## src/rtl/ptcp_pkg.sv

```systemverilog
`timescale 1ns / 1ps
// ----------------------------------------------------------------------------
// ptcp_pkg: shared types and constants for the category probability block
// Holds the exponent step table, register indexes and the sequencer states.
// ----------------------------------------------------------------------------
package ptcp_pkg;

  localparam int MaxThresholdsDefault = 4;
  localparam int NumThrRegs = 4;
  localparam int ExpSteps = 17;

  // Configuration register indexes.
  localparam logic [2:0] RegMode  = 3'd0;
  localparam logic [2:0] RegDisc  = 3'd1;
  localparam logic [2:0] RegCount = 3'd2;
  localparam logic [2:0] RegThr1  = 3'd3;

  typedef enum logic [3:0] {
    ST_IDLE,
    ST_ZMUL,
    ST_ZFIN,
    ST_EXP,
    ST_EXP_MUL,
    ST_DIV_START,
    ST_LOG_DIV,
    ST_NORM_DIV,
    ST_EMIT
  } state_t;

  // exp(-2^(i-12)) in Q1.30.
  function automatic logic [30:0] exp_step(input logic [4:0] i);
    logic [30:0] v;
    unique case (i)
      5'd0:  v = 31'd1073479712;
      5'd1:  v = 31'd1073217664;
      5'd2:  v = 31'd1072693760;
      5'd3:  v = 31'd1071646719;
      5'd4:  v = 31'd1069555701;
      5'd5:  v = 31'd1065385899;
      5'd6:  v = 31'd1057095000;
      5'd7:  v = 31'd1040706261;
      5'd8:  v = 31'd1008687096;
      5'd9:  v = 31'd947573834;
      5'd10: v = 31'd836230973;
      5'd11: v = 31'd651257337;
      5'd12: v = 31'd395007542;
      5'd13: v = 31'd145315154;
      5'd14: v = 31'd19666268;
      5'd15: v = 31'd360200;
      5'd16: v = 31'd121;
      default: v = 31'd0;
    endcase
    return v;
  endfunction

endpackage

```

## src/rtl/ptcp_divider.sv

```systemverilog
`timescale 1ns / 1ps
// ----------------------------------------------------------------------------
// ptcp_divider: radix-2 restoring divider
// Unsigned 61-bit dividend over 34-bit divisor, one quotient bit a cycle.
// ----------------------------------------------------------------------------
module ptcp_divider (
  input  logic        clk,
  input  logic        rst,
  input  logic        start,
  input  logic [60:0] dividend,
  input  logic [33:0] divisor,
  output logic        done,
  output logic [60:0] quotient
);

  logic [5:0]  count;
  logic        busy;
  logic [33:0] rem;
  logic [60:0] quo;
  logic [34:0] trial;

  assign trial = {rem[33:0], quo[60]} - {1'b0, divisor};

  // One shift-subtract step per cycle while busy.
  always_ff @(posedge clk) begin
    if (rst) begin
      busy <= 1'b0;
      done <= 1'b0;
      count <= '0;
    end else begin
      done <= 1'b0;
      if (start) begin
        busy <= 1'b1;
        count <= 6'd60;
      end else if (busy) begin
        if (count == 6'd0) begin
          busy <= 1'b0;
          done <= 1'b1;
        end
        count <= count - 6'd1;
      end
    end
  end

  always_ff @(posedge clk) begin
    if (start) begin
      rem <= '0;
      quo <= dividend;
    end else if (busy) begin
      if (!trial[34]) begin
        rem <= trial[33:0];
        quo <= {quo[59:0], 1'b1};
      end else begin
        rem <= {rem[32:0], quo[60]};
        quo <= {quo[59:0], 1'b0};
      end
    end
  end

  assign quotient = quo;

endmodule

```

## src/rtl/polytomous_item_category_probs.sv

```systemverilog
`timescale 1ns / 1ps
// ----------------------------------------------------------------------------
// polytomous_item_category_probs: per-category response probabilities
// Partial credit softmax or graded response logistic differences for theta.
// ----------------------------------------------------------------------------
// Usage: theta arrives on theta_valid/theta_stall. After a transfer the block
// stalls its input until every category result has been transferred out on
// result_valid/result_stall, one transfer per category 0..n, with last set on
// category n. Configuration must be written through cfg_we/cfg_index/cfg_data
// only while the block is idle; the block itself does not enforce this.
// Sequencing: per threshold the ZMUL and ZFIN states form the slope product. The
// softmax mode then runs one exponent pass per category on the shared 31x31
// multiplier and one division per category; graded response runs one exponent
// pass and one division per threshold. All divisions use the shared divider.
// With no thresholds the block goes from idle straight to emitting the single
// result. The divider and the exponent multiplier take most of the time per item.
// Reset restores the register reset values and empties the block. A stalled
// result simply holds; the sequencer waits for its transfer.
// ----------------------------------------------------------------------------
module polytomous_item_category_probs #(
  parameter int MAX_THRESHOLDS = ptcp_pkg::MaxThresholdsDefault
) (
  input  logic               clk,
  input  logic               rst,
  input  logic               cfg_we,
  input  logic [2:0]         cfg_index,
  input  logic [15:0]        cfg_data,
  input  logic               theta_valid,
  output logic               theta_stall,
  input  logic signed [15:0] theta,
  output logic               result_valid,
  input  logic               result_stall,
  output logic [2:0]         category,
  output logic [15:0]        probability,
  output logic               last
);

  localparam int Cap = (MAX_THRESHOLDS < ptcp_pkg::NumThrRegs) ?
                       MAX_THRESHOLDS : ptcp_pkg::NumThrRegs;
  localparam logic [2:0] CapW = 3'(Cap);
  localparam logic [30:0] OneQ30 = 31'h40000000;

  // Configuration registers.
  logic               mode;
  logic [14:0]        disc;
  logic [2:0]         count;
  logic signed [15:0] thr [ptcp_pkg::NumThrRegs];

  always_ff @(posedge clk) begin
    if (rst) begin
      mode <= 1'b0;
      disc <= 15'd4096;
      count <= 3'd1;
      for (int i = 0; i < ptcp_pkg::NumThrRegs; i++) thr[i] <= '0;
    end else if (cfg_we) begin
      if (cfg_index == ptcp_pkg::RegMode) mode <= cfg_data[0];
      else if (cfg_index == ptcp_pkg::RegDisc) disc <= cfg_data[14:0];
      else if (cfg_index == ptcp_pkg::RegCount) count <= cfg_data[2:0];
      else if (cfg_index >= ptcp_pkg::RegThr1 &&
               cfg_index < ptcp_pkg::RegThr1 + 3'(ptcp_pkg::NumThrRegs))
        thr[2'(cfg_index - ptcp_pkg::RegThr1)] <= cfg_data;
    end
  end

  ptcp_pkg::state_t state, state_next;

  logic [2:0]          n;        // thresholds in use for this item
  logic [2:0]          k;        // category / threshold counter
  logic [4:0]          bitn;     // exponent step index
  logic signed [15:0]  th;
  logic signed [16:0]  diff;
  logic signed [32:0]  prod;
  logic signed [21:0]  zval [ptcp_pkg::NumThrRegs + 1]; // z, then sums s_k
  logic signed [24:0]  smax;
  logic [17:0]         u;
  logic [30:0]         r;
  logic [61:0]         mprod;
  logic [30:0]         e [ptcp_pkg::NumThrRegs + 1];
  logic [33:0]         esum;
  logic [30:0]         pstar [ptcp_pkg::NumThrRegs + 2];
  logic [15:0]         prob [ptcp_pkg::NumThrRegs + 1];
  logic                div_start, div_done;
  logic [60:0]         div_num, div_q;
  logic [33:0]         div_den;
  logic [2:0]          n_sel;
  logic signed [24:0]  z_sel, s_k;
  logic [24:0]         mag;

  ptcp_divider u_div (
    .clk(clk), .rst(rst), .start(div_start), .dividend(div_num),
    .divisor(div_den), .done(div_done), .quotient(div_q)
  );

  assign n_sel = (count > CapW) ? CapW : count;
  assign diff = 17'(th) - 17'(thr[2'(k - 3'd1)]);
  assign s_k = 25'(zval[k]);
  assign z_sel = (mode) ? s_k : smax - s_k;
  assign mag = (z_sel < 0) ? 25'(-z_sel) : 25'(z_sel);
  assign mprod = r * ptcp_pkg::exp_step(bitn);

  // Sequencer next state.
  always_comb begin
    state_next = state;
    div_start = 1'b0;
    unique case (state)
      ptcp_pkg::ST_IDLE: if (theta_valid) state_next =
        (n_sel == 3'd0) ? ptcp_pkg::ST_EMIT : ptcp_pkg::ST_ZMUL;
      ptcp_pkg::ST_ZMUL: state_next = ptcp_pkg::ST_ZFIN;
      ptcp_pkg::ST_ZFIN: state_next = (k == n) ? ptcp_pkg::ST_EXP : ptcp_pkg::ST_ZMUL;
      ptcp_pkg::ST_EXP: state_next = ptcp_pkg::ST_EXP_MUL;
      ptcp_pkg::ST_EXP_MUL: if (bitn == 5'd16) begin
        if (mode || k == n) state_next = ptcp_pkg::ST_DIV_START;
        else state_next = ptcp_pkg::ST_EXP;
      end
      // The operands have settled here, so the divider can latch them.
      ptcp_pkg::ST_DIV_START: begin
        div_start = 1'b1;
        state_next = mode ? ptcp_pkg::ST_LOG_DIV : ptcp_pkg::ST_NORM_DIV;
      end
      ptcp_pkg::ST_LOG_DIV: if (div_done)
        state_next = (k == n) ? ptcp_pkg::ST_EMIT : ptcp_pkg::ST_EXP;
      ptcp_pkg::ST_NORM_DIV: if (div_done)
        state_next = (k == n) ? ptcp_pkg::ST_EMIT : ptcp_pkg::ST_DIV_START;
      ptcp_pkg::ST_EMIT: if (!result_stall && last) state_next = ptcp_pkg::ST_IDLE;
      default: state_next = ptcp_pkg::ST_IDLE;
    endcase
  end

  always_ff @(posedge clk) begin
    if (rst) state <= ptcp_pkg::ST_IDLE;
    else state <= state_next;
  end

  // Divider operands: logistic 2^60/D or normalization e_k*2^16/S, rounded.
  always_comb begin
    if (mode) begin
      div_den = 34'(OneQ30) + 34'(r);
      div_num = 61'(62'd1 << 60) + 61'(div_den >> 1);
    end else begin
      div_den = esum;
      div_num = 61'({e[k], 16'd0}) + 61'(esum >> 1);
    end
  end

  // Datapath registers.
  always_ff @(posedge clk) begin
    unique case (state)
      ptcp_pkg::ST_IDLE: begin
        th <= theta;
        n <= n_sel;
        k <= (n_sel == 3'd0) ? 3'd0 : 3'd1;
        zval[0] <= '0;
        smax <= '0;
        esum <= '0;
        pstar[0] <= OneQ30;
        prob[0] <= 16'hFFFF;
      end
      ptcp_pkg::ST_ZMUL: prod <= $signed({1'b0, disc}) * diff;
      ptcp_pkg::ST_ZFIN: begin
        // Floor shift, then running sum in softmax mode.
        if (mode) zval[k] <= 22'(prod >>> 12);
        else begin
          zval[k] <= 22'(zval[k - 3'd1] + 22'(prod >>> 12));
          if (25'(zval[k - 3'd1] + 22'(prod >>> 12)) > smax)
            smax <= 25'(zval[k - 3'd1] + 22'(prod >>> 12));
        end
        if (k == n) k <= mode ? 3'd1 : 3'd0;
        else k <= k + 3'd1;
      end
      ptcp_pkg::ST_EXP: begin
        u <= (mag >= 25'(1 << 17)) ? 18'h20000 : 18'(mag);
        r <= OneQ30;
        bitn <= '0;
      end
      ptcp_pkg::ST_EXP_MUL: begin
        if (u[17]) r <= '0;
        else if (u[bitn]) r <= 31'((mprod + 62'(1 << 29)) >> 30);
        bitn <= bitn + 5'd1;
        if (bitn == 5'd16 && !mode) begin
          e[k] <= u[17] ? 31'd0 : ((u[16] ? 31'((mprod + 62'(1 << 29)) >> 30) : r));
          esum <= esum + 34'(u[17] ? 31'd0 :
                  (u[16] ? 31'((mprod + 62'(1 << 29)) >> 30) : r));
          if (k == n) k <= 3'd0;
          else k <= k + 3'd1;
        end
        if (bitn == 5'd16 && mode) begin
          if (u[17]) r <= '0;
          else if (u[16]) r <= 31'((mprod + 62'(1 << 29)) >> 30);
        end
      end
      ptcp_pkg::ST_LOG_DIV: if (div_done) begin
        logic [30:0] q;
        q = (div_q > 61'(OneQ30)) ? OneQ30 : div_q[30:0];
        pstar[k] <= (zval[k] < 0) ? OneQ30 - q : q;
        if (k == n) k <= 3'd0;
        else k <= k + 3'd1;
      end
      ptcp_pkg::ST_NORM_DIV: if (div_done) begin
        prob[k] <= (div_q > 61'd65535) ? 16'hFFFF : div_q[15:0];
        if (k == n) k <= 3'd0;
        else k <= k + 3'd1;
      end
      ptcp_pkg::ST_EMIT: if (!result_stall) k <= k + 3'd1;
      default: ;
    endcase
  end

  // Graded response: category difference computed at emit time.
  logic [30:0] ps_hi, ps_lo;
  logic [31:0] gdiff;
  logic [17:0] grnd;
  assign ps_hi = pstar[k];
  assign ps_lo = (k == n) ? 31'd0 : pstar[k + 3'd1];
  assign gdiff = (ps_hi > ps_lo) ? 32'(ps_hi - ps_lo) : 32'd0;
  assign grnd = 18'((gdiff + 32'd8192) >> 14);

  assign theta_stall = (state != ptcp_pkg::ST_IDLE);
  assign result_valid = (state == ptcp_pkg::ST_EMIT);
  assign category = k;
  assign last = (k == n);
  assign probability = (n == 3'd0) ? 16'hFFFF :
                       (mode ? ((grnd > 18'd65535) ? 16'hFFFF : grnd[15:0]) : prob[k]);

`ifndef SYNTHESIS
  a_out_idle: assert property (@(posedge clk) disable iff (rst)
    result_valid |-> theta_stall) else $error("result while accepting input");
  a_cat_range: assert property (@(posedge clk) disable iff (rst)
    result_valid |-> (k <= n)) else $error("category past last");
  a_hold: assert property (@(posedge clk) disable iff (rst)
    result_valid && result_stall |=> result_valid && $stable(k))
    else $error("stalled result moved");
`endif

endmodule

```

## config.mk

```make
export PLATFORM = sky130hd
export DESIGN_NAME = polytomous_item_category_probs
export DESIGN_NICKNAME = d
export VERILOG_FILES = /design/src/rtl/ptcp_pkg.sv /design/src/rtl/ptcp_divider.sv /design/src/rtl/polytomous_item_category_probs.sv
export SDC_FILE = /design/constraint.sdc
export NUM_CORES = 2
export LEC_CHECK = 0
export ABC_AREA = 1
export BUFFER_PORTS_ARGS = -buffer_cell sky130_fd_sc_hd__buf_2
export CAP_MARGIN = 0
export CORE_MARGIN = 5
export CORE_UTILIZATION = 27
export DETAILED_ROUTE_END_ITERATION = 8
export HOLD_SLACK_MARGIN = 0.05
export PLACE_DENSITY = 0.46
export SLEW_MARGIN = 20
export SYNTH_ARGS = -nofsm -noshare
export SYNTH_HDL_FRONTEND = slang
export SYNTH_SLANG_ARGS = --single-unit
```

## constraint.sdc

```tcl
create_clock -name clk -period 9.9 [get_ports clk]
set_input_delay 1.98 -clock clk [delete_from_list [all_inputs] [get_ports clk]]
set_output_delay 1.98 -clock clk [all_outputs]
set_load 0.01 [all_outputs]
```

==> flow_summary.ini <==
[status]
status = completed

[setup_path]
critPathCaptureType = flip-flop
critical_path.max_fanout = 17
start_kind = flip-flop
crit_family = adder cells
r2r-start = r[15]
required_ns = 10.38
arrival_ns = 9.92
path_class = flip-flop to flip-flop
critPathLaunch = r[15]
max_stage_delay_ns = 0.59
crit_slowest_cell = fa_1
crit_buf_inv = 14
cp_common_cell = inv_1

[clock_tree]
clk_pin_slew_worst_paths_ns = 0.06
cts_buffers = 112
cts_max_path_buffers = 3
cts_sinks = 908
cts_tree = done
worstSkewPairLatency_ns = 0.77
clockRootBuffer = clkbuf_16
htreeDepth = 3

[die]
die_area_mm2 = 0.364
ios = 62
num_rows = 218
initial_core_util_pct = 27.0
core_mm2 = 0.352
die_y_um = 604
die_w_um = 604

[worst_hold_path]
min_from = u_div.count[0]
hold_class = flip-flop to flip-flop

[placed_design]
hpwlAfterDp_mm = 256
pre_cts_ws_ns = 0.0317
numPortBuffers = 61
gp_congestion = 0.923

[yosys]
synthDistinctLibCells = 64
synth_fa_ha_area_share_pct = 30.5
avgSynthCellArea_um2 = 8.14
synth-compound-area-share_pct = 11.2
synthMuxAreaShare_pct = 0.257
ys.flop_type = edfxtp_1
yosys.area_share.simple_pct = 16.7
synthArstFlopShare_pct = 0
ys_seq_area_share_pct = 27.6
synthCells = 11700
yosysWarnings = 0
synth_xor_area_share_pct = 1.23
synth_top_family_by_area = adder cells
syn-cell-area_mm2 = 0.0951
synth_edf_count = 810
syn-num-nets = 13400
ys_seq_elements = 908

[grt]
grt_pass1_vias = 78100
grt-ovfl-total = 0
groute.usage.overall_pct = 18.1
antenna_found_initial = 7
grt_max_degree = 130
grt_first_pass_wirelength_mm = 504

[timing]
final.setup.tns_ns = 0
fin_crit_ns = 9.44
hold_violations = 0
layout_setup_ws_ns = 0.462
tightest_slew_ns = 1.10
max-slew-margin-rel_pct = 26.5
min_period_over_period_pct = 95.3
finalSetupViolations = 0
fmax_mhz = 106
fin_skew_ns = 0.0874
slew_viol_final = 0

[detailed_routing]
drc = 0
avgViaCountPerCell = 4.68
vias = 77000
drt_iter0_markers = 5908
drt_first_pass_iters = 6
wire_per_inst_um = 20.1
detail-route-antenna-nets = 0
drt_wl_total_mm = 331

[cells_and_area]
fillerInstances = 37800
nNetsFinal = 13400
drive_gt1_share_pct = 6.93
area_growth_pct = 12.0

[job]
maxCapViolCount = 0
state kept, by name (all words and copies together) (netlist names), 3 cells and up, named ones only:
register and count:
bitn 5, category 3, count 3, disc 15, e 155, esum 34
n 3, prob 80, prod 21, pstar 186, r 31, smax 23
state 4, th 16, thr 64, u 18, u_div.count 6, u_div.quotient 61
u_div.rem 34, zval 110
logic make-up after synthesis:
kind of cell    after synthesis
simple gates               3950
buf+inv                    3128
compound gates             1872
fa+ha+maj                  1674
flops                       908
xor+xnor                    134
mux                          23
cells in the mapped netlist, types with 44 or more instances:
library cell  count  area share (%)
nand4_1          67            0.44
o22ai_1          47            0.31
a31oi_1          77            0.51
dfxtp_1          98             2.1
o21ai_0         758             4.0
inv_1          2611              10
a21oi_1         585             3.1
buf_1            44            0.17
clkbuf_1        405             1.6
ha_1            601             7.9
nand3_1         254             1.3
nand2_1        2405             9.5
edfxtp_1        810              26
o211ai_1        138             1.1
nor2_1         1007             4.0
o21ai_1          47            0.25
xnor2_1          61            0.56
fa_1           1073              23
xor2_1           73            0.67
nor3_1           55            0.29
or2_2            52            0.34
per-stage QoR:
stage | cells | utilization (%) | instance area, um^2 | hold WS [ns]
2_1_floorplan | 11700 | - | 95100 | 0.449
3_3_place_gp | 16200 | 29.1 | 102000 | 0.473
3_5_place_dp | 16200 | 29.1 | 102000 | 0.469
4_1_cts | 16400 | 30.2 | 106000 | 0.481
5_1_grt | 16500 | 30.3 | 107000 | 0.499
6_report | 16500 | 30.3 | 107000 | 0.482
path summary, 6_finish.rpt:
kind | to | slack, ns | cells past startpoint
hold reg to reg | u_div.count[0] | 0.48 | 2
setup reg to reg | esum[30] | 0.46 | 40
hold / removal | u_div.count[0] | 0.48 | 2
setup / recovery | esum[30] | 0.46 | 40
timing repair:
item                                    4_1_cts  5_1_grt
endpoints found under the setup margin        3       26
setup buffers                                 3       13
hold buffers                                  0        0
hold endpoints to repair                      0        0
gates resized for setup                       0       72
pin swaps                                     0        3
area by class of cell:
class / count / area, um^2 / share of cell area [%]
multi-input combinational: 7653 / 57300 / 53.8
tap: 4620 / 5780 / 5.42
antenna: 6 / 15.0 / 0.0141
clock buffer: 140 / 2950 / 2.77
sequential: 908 / 26300 / 24.7
inverter: 2633 / 9900 / 9.29
clock inverter: 70 / 754 / 0.708
timing repair buffer: 422 / 3500 / 3.29
cells in the final DEF (no fill, tap or decap), types with 14 or more instances in the layout:
cell type  synthesis  layout
fa_1            1073    1073
a21boi_0          27      25
o221ai_1          18      18
ha_1             601     596
buf_4              5     319
a32o_1            39      39
o21bai_1          19      19
buf_12             1      33
o22ai_1           47      47
nor3_1            55      47
nand4_1           67      67
clkbuf_16          0     112
o21a_1            30      30
dfxtp_1           98      86
a211oi_1          16      16
o21ai_0          758     742
buf_2             32      61
nand2_2           12      14
nor2_2            13      27
o211ai_1         138     138
nand2_1         2405    2403
nand3_1          254     252
nand3b_1          18      18
a21o_1            23      23
xnor2_1           61      60
xor2_1            73      72
clkbuf_1         405      24
a21oi_1          585     572
o21ai_1           47      59
clkinv_1          12      27
nor2_4            14      30
nor4_1            32      28
inv_1           2611    2606
a31oi_1           77      76
clkinv_2           0      17
or2_2             52      52
edfxtp_1         810     810
nor2_1          1007     977
worst min-delay path, cell delays in order, from the launching register on:
cell and delay, ns:
dfxtp_1 0.31, nand2_1 0.06, a211oi_1 0.06
routing by layer:
layer | wire (um) | up-vias | share of wire (%) | GRT usage [%]
met1 | 151000 | 38100 | 46 | 25.0
met4 | 8640 | 0 | 2.6 | 4.28
met3 | 15500 | 359 | 4.7 | 1.59
met2 | 156000 | 1911 | 47 | 30.5
met5 | 0 | - | 0 | 0
li1 | - | 36600 | - | -
Power is not shown: default switching activity piles up to over one toggle a cycle in this logic, so the estimate is an artifact.
